===== src/rtl/core/rar_pkg.sv =====
// shared types and constants for the rational arithmetic reduce block
package rar_pkg;

  localparam int unsigned OperandWidthDef = 16;
  localparam int unsigned FieldWidth = 16;
  localparam int unsigned NumOutWidth = 33;
  localparam int unsigned DenOutWidth = 32;

  typedef enum logic [1:0] {
    ACT_ADD = 2'd0,
    ACT_SUB = 2'd1,
    ACT_MUL = 2'd2,
    ACT_DIV = 2'd3
  } action_e;

  typedef enum logic [3:0] {
    ST_IDLE,
    ST_MUL,
    ST_SUM,
    ST_GCD_START,
    ST_GCD_WAIT,
    ST_NUM_START,
    ST_NUM_WAIT,
    ST_DEN_START,
    ST_DEN_WAIT,
    ST_OUT
  } state_e;

  typedef struct packed {
    logic [1:0]                    action;
    logic signed [FieldWidth-1:0]  first_numerator;
    logic signed [FieldWidth-1:0]  first_denominator;
    logic signed [FieldWidth-1:0]  second_numerator;
    logic signed [FieldWidth-1:0]  second_denominator;
  } in_beat_t;

  typedef struct packed {
    logic signed [NumOutWidth-1:0] result_numerator;
    logic signed [DenOutWidth-1:0] result_denominator;
    logic                          zero_divisor_error;
  } out_beat_t;

endpackage


===== src/rtl/core/rar_divider.sv =====
// restoring unsigned divider, one quotient bit per cycle
module rar_divider import rar_pkg::*; #(
  parameter int unsigned Width = 2 * OperandWidthDef
) (
  input  logic             clk_i,
  input  logic             rst_ni,
  input  logic             start_i,
  input  logic [Width-1:0] dividend_i,
  input  logic [Width-1:0] divisor_i,
  output logic             done_o,
  output logic [Width-1:0] quotient_o,
  output logic [Width-1:0] remainder_o
);

  localparam int unsigned CntW = $clog2(Width + 1);

  logic [Width:0]   rem_q, rem_d;
  logic [Width-1:0] quo_q, quo_d;
  logic [Width-1:0] dvs_q;
  logic [CntW-1:0]  cnt_q, cnt_d;
  logic             done_q, done_d;
  logic [Width:0]   shifted;
  logic [Width:0]   diff;

  assign shifted = {rem_q[Width-1:0], quo_q[Width-1]};
  assign diff    = shifted - {1'b0, dvs_q};

  always_comb begin
    rem_d  = rem_q;
    quo_d  = quo_q;
    cnt_d  = cnt_q;
    done_d = 1'b0;
    if (start_i) begin
      rem_d = '0;
      quo_d = dividend_i;
      cnt_d = CntW'(Width);
    end else if (cnt_q != '0) begin
      if (!diff[Width]) begin
        rem_d = diff;
        quo_d = {quo_q[Width-2:0], 1'b1};
      end else begin
        rem_d = shifted;
        quo_d = {quo_q[Width-2:0], 1'b0};
      end
      cnt_d = cnt_q - 1'b1;
      if (cnt_q == CntW'(1)) begin
        done_d = 1'b1;
      end
    end
  end

  always_ff @(posedge clk_i or negedge rst_ni) begin
    if (!rst_ni) begin
      cnt_q  <= '0;
      done_q <= 1'b0;
    end else begin
      cnt_q  <= cnt_d;
      done_q <= done_d;
    end
  end

  always_ff @(posedge clk_i) begin
    rem_q <= rem_d;
    quo_q <= quo_d;
    if (start_i) begin
      dvs_q <= divisor_i;
    end
  end

  assign done_o      = done_q;
  assign quotient_o  = quo_q;
  assign remainder_o = rem_q[Width-1:0];

endmodule


===== src/rtl/core/rational_arith_reduce.sv =====
// top level: rational add/sub/mul/div with gcd reduction
// One beat at a time: in_ready_o is high only when idle. An item forms three
// cross products one after another, combines them, then uses one shared
// restoring divider run per Euclid step and two more for the final reductions.
// Both raw parts zero skips the divider and flags zero_divisor_error.
module rational_arith_reduce import rar_pkg::*; #(
  parameter int unsigned OPERAND_WIDTH = OperandWidthDef
) (
  input  logic      clk_i,
  input  logic      rst_ni,
  input  logic      in_valid_i,
  output logic      in_ready_o,
  input  in_beat_t  in_data_i,
  output logic      out_valid_o,
  input  logic      out_ready_i,
  output out_beat_t out_data_o
);

  localparam int unsigned W  = OPERAND_WIDTH;
  localparam int unsigned PW = 2 * W;
  localparam int unsigned NW = 2 * W + 1;

  state_e state_q, state_d;

  logic [1:0]          act_q;
  logic signed [W-1:0] a_q, b_q, c_q, d_q;
  logic [1:0]          step_q;
  logic signed [PW-1:0] p1_q, p2_q, p3_q;
  logic signed [NW-1:0] num_q;
  logic signed [PW-1:0] den_q;
  logic [PW-1:0]       gp_q, gq_q;
  logic [PW-1:0]       qn_q, qd_q;
  logic                err_q;

  logic signed [W-1:0]  mx, my;
  logic signed [PW-1:0] prod;
  logic [PW-1:0]        mag_num, mag_den;
  logic                 div_start, div_done;
  logic [PW-1:0]        div_dividend, div_divisor, div_quo, div_rem;
  logic signed [NW-1:0] num_sum;
  logic signed [NW-1:0] num_res;
  logic signed [PW-1:0] den_res;

  function automatic logic signed [W-1:0] take(input logic [FieldWidth-1:0] f);
    logic [31:0] z;
    z = 32'(f);
    return z[W-1:0];
  endfunction

  always_comb begin
    mx = a_q;
    my = d_q;
    case (step_q)
      2'd0: begin
        mx = a_q;
        my = (action_e'(act_q) == ACT_MUL) ? c_q : d_q;
      end
      2'd1: begin
        mx = c_q;
        my = b_q;
      end
      default: begin
        mx = b_q;
        my = (action_e'(act_q) == ACT_DIV) ? c_q : d_q;
      end
    endcase
  end

  assign prod = PW'(mx) * PW'(my);

  always_comb begin
    case (action_e'(act_q))
      ACT_ADD: num_sum = NW'(p1_q) + NW'(p2_q);
      ACT_SUB: num_sum = NW'(p1_q) - NW'(p2_q);
      default: num_sum = NW'(p1_q);
    endcase
  end

  assign mag_num = num_q[NW-1] ? PW'(-num_q) : PW'(num_q);
  assign mag_den = den_q[PW-1] ? PW'(-den_q) : PW'(den_q);

  rar_divider #(.Width(PW)) u_div (
    .clk_i       (clk_i),
    .rst_ni      (rst_ni),
    .start_i     (div_start),
    .dividend_i  (div_dividend),
    .divisor_i   (div_divisor),
    .done_o      (div_done),
    .quotient_o  (div_quo),
    .remainder_o (div_rem)
  );

  always_comb begin
    state_d = state_q;
    case (state_q)
      ST_IDLE:      if (in_valid_i) state_d = ST_MUL;
      ST_MUL:       if (step_q == 2'd2) state_d = ST_SUM;
      ST_SUM:       state_d = (num_sum == '0 && p3_q == '0) ? ST_OUT : ST_GCD_START;
      ST_GCD_START: state_d = (gq_q == '0) ? ST_NUM_START : ST_GCD_WAIT;
      ST_GCD_WAIT:  if (div_done) state_d = ST_GCD_START;
      ST_NUM_START: state_d = ST_NUM_WAIT;
      ST_NUM_WAIT:  if (div_done) state_d = ST_DEN_START;
      ST_DEN_START: state_d = ST_DEN_WAIT;
      ST_DEN_WAIT:  if (div_done) state_d = ST_OUT;
      ST_OUT:       if (out_ready_i) state_d = ST_IDLE;
      default:      state_d = ST_IDLE;
    endcase
  end

  always_comb begin
    in_ready_o   = (state_q == ST_IDLE);
    out_valid_o  = (state_q == ST_OUT);
    div_start    = 1'b0;
    div_dividend = gp_q;
    div_divisor  = gq_q;
    case (state_q)
      ST_GCD_START: div_start = (gq_q != '0);
      ST_NUM_START: begin
        div_start    = 1'b1;
        div_dividend = mag_num;
        div_divisor  = gp_q;
      end
      ST_DEN_START: begin
        div_start    = 1'b1;
        div_dividend = mag_den;
        div_divisor  = gp_q;
      end
      default: ;
    endcase
  end

  always_ff @(posedge clk_i or negedge rst_ni) begin
    if (!rst_ni) begin
      state_q <= ST_IDLE;
      step_q  <= '0;
    end else begin
      state_q <= state_d;
      if (state_q == ST_MUL) begin
        step_q <= step_q + 1'b1;
      end else begin
        step_q <= '0;
      end
    end
  end

  always_ff @(posedge clk_i) begin
    if (state_q == ST_IDLE && in_valid_i) begin
      act_q <= in_data_i.action;
      a_q   <= take(in_data_i.first_numerator);
      b_q   <= take(in_data_i.first_denominator);
      c_q   <= take(in_data_i.second_numerator);
      d_q   <= take(in_data_i.second_denominator);
    end
    if (state_q == ST_MUL) begin
      case (step_q)
        2'd0:    p1_q <= prod;
        2'd1:    p2_q <= prod;
        default: p3_q <= prod;
      endcase
    end
    if (state_q == ST_SUM) begin
      num_q <= num_sum;
      den_q <= p3_q;
      err_q <= (num_sum == '0 && p3_q == '0);
      gp_q  <= num_sum[NW-1] ? PW'(-num_sum) : PW'(num_sum);
      gq_q  <= p3_q[PW-1] ? PW'(-p3_q) : PW'(p3_q);
      qn_q  <= '0;
      qd_q  <= '0;
    end
    if (state_q == ST_GCD_WAIT && div_done) begin
      gp_q <= gq_q;
      gq_q <= div_rem;
    end
    if (state_q == ST_NUM_WAIT && div_done) begin
      qn_q <= div_quo;
    end
    if (state_q == ST_DEN_WAIT && div_done) begin
      qd_q <= div_quo;
    end
  end

  assign num_res = num_q[NW-1] ? -NW'(qn_q) : NW'(qn_q);
  assign den_res = den_q[PW-1] ? -qd_q : qd_q;

  logic [63:0] num_wide, den_wide;
  assign num_wide = {{(64 - NW){num_res[NW-1]}}, num_res};
  assign den_wide = {{(64 - PW){den_res[PW-1]}}, den_res};

  always_comb begin
    out_data_o.result_numerator   = num_wide[NumOutWidth-1:0];
    out_data_o.result_denominator = den_wide[DenOutWidth-1:0];
    out_data_o.zero_divisor_error = err_q;
  end

endmodule

===== config.mk =====
export PLATFORM = sky130hd
export DESIGN_NAME = rational_arith_reduce
export DESIGN_NICKNAME = d
export VERILOG_FILES = /design/src/rtl/core/rar_pkg.sv /design/src/rtl/core/rar_divider.sv /design/src/rtl/core/rational_arith_reduce.sv
export SDC_FILE = /design/constraint.sdc
export NUM_CORES = 2
export LEC_CHECK = 0
export BUFFER_PORTS_ARGS = -buffer_cell sky130_fd_sc_hd__buf_2
export CAP_MARGIN = 20
export CORE_ASPECT_RATIO = 0.8
export CORE_MARGIN = 2
export CORE_UTILIZATION = 69
export DETAILED_ROUTE_END_ITERATION = 12
export PLACE_DENSITY_LB_ADDON = 0.15
export SKIP_LAST_GASP = 1
export SYNTH_ARGS = -nofsm -noshare
export SYNTH_HDL_FRONTEND = slang
export SYNTH_HIERARCHICAL = 1
export SYNTH_SLANG_ARGS = --single-unit

===== constraint.sdc =====
create_clock -name clk_i -period 15.8 [get_ports clk_i]
set_input_delay 0 -clock clk_i [delete_from_list [all_inputs] [get_ports clk_i]]
set_output_delay 0 -clock clk_i [all_outputs]
set_load 0.05 [all_outputs]

==> summary.md <==
| Metric | Value |
|---|---|
| Status | `finished, final reports clean` |
| Async SR Flop Fraction | `0.02796` |
| Die Width | `262.5 um` |
| Worst skew pair latency | `0.62 ns` |
| Synth Register Bits | `465` |
| CTS tree | `built` |
| Number of synthesized flops with an enable pin | `420` |
| CORE AREA | `52640 um2` |
| Distinct cells, synth | `95` |
| Deepest clock path buffer count | `3` |
| Crit path time final | `9.616 ns` |
| I/O pin count | `138` |
| Largest net degree at the start of global routing | `92` |
| Post-CTS resize count | `0` |
| Drt via density | `6.685` |
| CTS Buf Count | `48` |
| Final hold viol count | `0` |
| CTS Root Cell | `clkbuf_16` |
| Tcrit/Tclk final | `0.6086` |
| RSZ-0062 raised after global routing | `no` |
| Fmax | `104.0 MHz` |
| DRC viols | `0` |
| Clock slew at reported path FFs | `0.06 ns` |
| Crit path launch type | `flop` |
| CTS Hold Bufs | `69` |
| Global-route usage over all layers | `0.4144` |
| # nets final | `4357` |
| Syn. warnings | `6` |
| Routed WL | `114.5 mm` |
| Final ANT Viol Nets | `0` |
| WP data arrival | `9.94 ns` |
| Setup TNS | `0 ns` |
| H-tree depth | `2` |
| Main area contributors after synthesis | `edfxtp_1 (34%), fa_1 (14%), ha_1 (5.4%), nand2_1 (4.8%), inv_1 (3.9%)` |
| Fill cells | `3481` |
| First-pass GRT wire length | `174.5 mm` |
| Initial cell density of the core | `0.7009` |
| HPWL after DPL | `88.14 mm` |
| Slew headroom | `0.09560` |
| Global placement routability congestion | `1.061` |
| Syn Nets | `4213` |
| Input/output buffers | `137` |
| Clock Skew | `0.03636 ns` |
| Vias | `30720` |
| Slew Limit Fails | `0` |
| Max stage delay on crit path | `0.96 ns` |
| Sequential share of the synthesized area | `0.3680` |
| Commonest cells post-synth | `nand2_1 (470), edfxtp_1 (420), inv_1 (388)` |
| Synthesis-to-finish area growth | `9.505%` |
| FP Rows | `75` |
| Critical path class | `flop to flop` |
| Max-cap viol count | `0` |
| Die Area | `55350 um2` |
| Worst setup EP type | `flop` |
| Final setup fails | `0` |
| Area leader, netlist | `edfxtp_1` |
| Cells after Synth | `3720` |
| Die Y | `210.8 um` |
| Ys flop type | `edfxtp_1` |
| Clk sink count | `465` |
| Gr ovfl total | `0` |
| Cell with the most instances after synthesis | `nand2_1` |
| Starting DRT DRC Count | `5221` |
| Yosys top cell area share | `0.3418` |
| Finished Core Util | `0.7675` |
| Worst EP required | `16.13 ns` |
| Worst Path Max Fanout | `16` |
| Layout cells sized above 1 | `0.09410` |
| Initial antenna violation count | `6` |
| Post-CTS setup buffer count | `0` |
| Vias in the first global route | `29860` |
| Pre-Repair DR Iteration Count | `8` |
| Syn_area_per_cell | `9.918 um2` |
| CP max stage cell | `nor2_1` |
| Worst Hold Class | `primary input to flop` |
| Synth Cell Area | `36900 um2` |
| Worst-margin pin slew | `1.357 ns` |
| Avg WL per Cell | `24.92 um` |
[stage by stage]
stage                     cell area (um2)  std cells  setup WS, ns  hold WS (ns)
after floorplan                     36900       3720         7.097       -0.2956
after global placement              38150       4436         6.649       -0.1114
after detailed placement            38150       4436         6.582      -0.09975
after CTS                           40360       4591         6.510       0.07835
after global routing                40400       4594         5.749        0.1295
final                               40400       4595         6.184        0.1012
[area by class of cell]
cell class	instances	area, um2	share of cell area
Multi-Input combinational cell	2712	21270	0.5264
Sequential cell	465	13580	0.3361
Timing Repair Buffer	246	1697	0.04199
Inverter	391	1468	0.03632
Clock buffer	60	1246	0.03084
Tap cell	693	867.1	0.02146
Clock inverter	26	274.0	0.006782
Antenna cell	2	5.005	0.0001239
[registers in the layout, summed over array words and instances, names as in the netlist, 32 cells and up]
| register | cells |
|---|---|
| num_q | 33 |
| gq_q | 32 |
| den_q | 32 |
| gp_q | 32 |
| p3_q | 32 |
| u_div/quotient_o | 32 |
| u_div/rem_q | 32 |
| u_div/dvs_q | 32 |
| p1_q | 32 |
| p2_q | 32 |
| qd_q | 32 |
| qn_q | 32 |
[worst paths after layout]
kind | start | end | slack, ns | depth (start not counted)
setup reg to reg | step_q[0] | p1_q[31] | 6.18 | 27
min in group asynchronous | rst_ni | state_q[0] | 0.46 | 3
max in group asynchronous | rst_ni | u_div/cnt_q[2] | 14.95 | 3
setup / recovery | step_q[0] | p1_q[31] | 6.18 | 27
hold reg to reg | step_q[0] | step_q[0] | 0.48 | 1
hold / removal | in_valid_i | state_q[0] | 0.10 | 5
[critical path: cells and delay by family, from the launching register on]
| family | cells | cell delay (ns) |
|---|---|---|
| adders and majority gates | 8 | 3.71 |
| buffers and inverters | 6 | 0.71 |
| DFF | 1 | 0.40 |
| AOI/OAI and AO/OA | 9 | 2.89 |
| xor gates and xnor gates | 1 | 0.20 |
| and+or+nand+nor | 3 | 1.43 |
[per-layer routing]
layer  wire, um  global-route usage  up-vias
li1           -                   -    13240
met1      44300              0.6052    14860
met2      47850              0.5967     2300
met3      18700              0.1292      321
met4       3630              0.1241        6
met5         36                   0        -
[kinds of logic after synthesis]
family	count (synthesis)	synth area share
AOI/OAI and AO/OA	738	0.1335
xor gates and xnor gates	249	0.05931
adders and majority gates	423	0.1972
buffers and inverters	543	0.05738
DFF	465	0.3680
muxes	92	0.02635
and+or+nand+nor	1210	0.1583
[cell usage in the layout, fill, tap and decap left out, types with 39 or more instances in the layout]
| cell type | count |
|---|---|
| nand2_1 | 468 |
| edfxtp_1 | 420 |
| inv_1 | 387 |
| fa_1 | 264 |
| nor2_1 | 227 |
| o21ai_0 | 169 |
| ha_1 | 159 |
| xnor2_1 | 142 |
| buf_2 | 137 |
| a21oi_1 | 134 |
| xor2_1 | 106 |
| and2_1 | 91 |
| o31ai_1 | 70 |
| dlygate4sd3_1 | 69 |
| nand3_1 | 60 |
| o21ai_1 | 53 |
| mux2i_1 | 51 |
| nor2b_1 | 48 |
| clkbuf_16 | 48 |
| or3_1 | 46 |
| nand2b_1 | 44 |
| mux2_2 | 40 |
| a21o_1 | 40 |
| and3_1 | 39 |
Power is left out: the tool's default activity adds up to more than one toggle a clock period on the data nets, which glitch-free logic cannot reach.
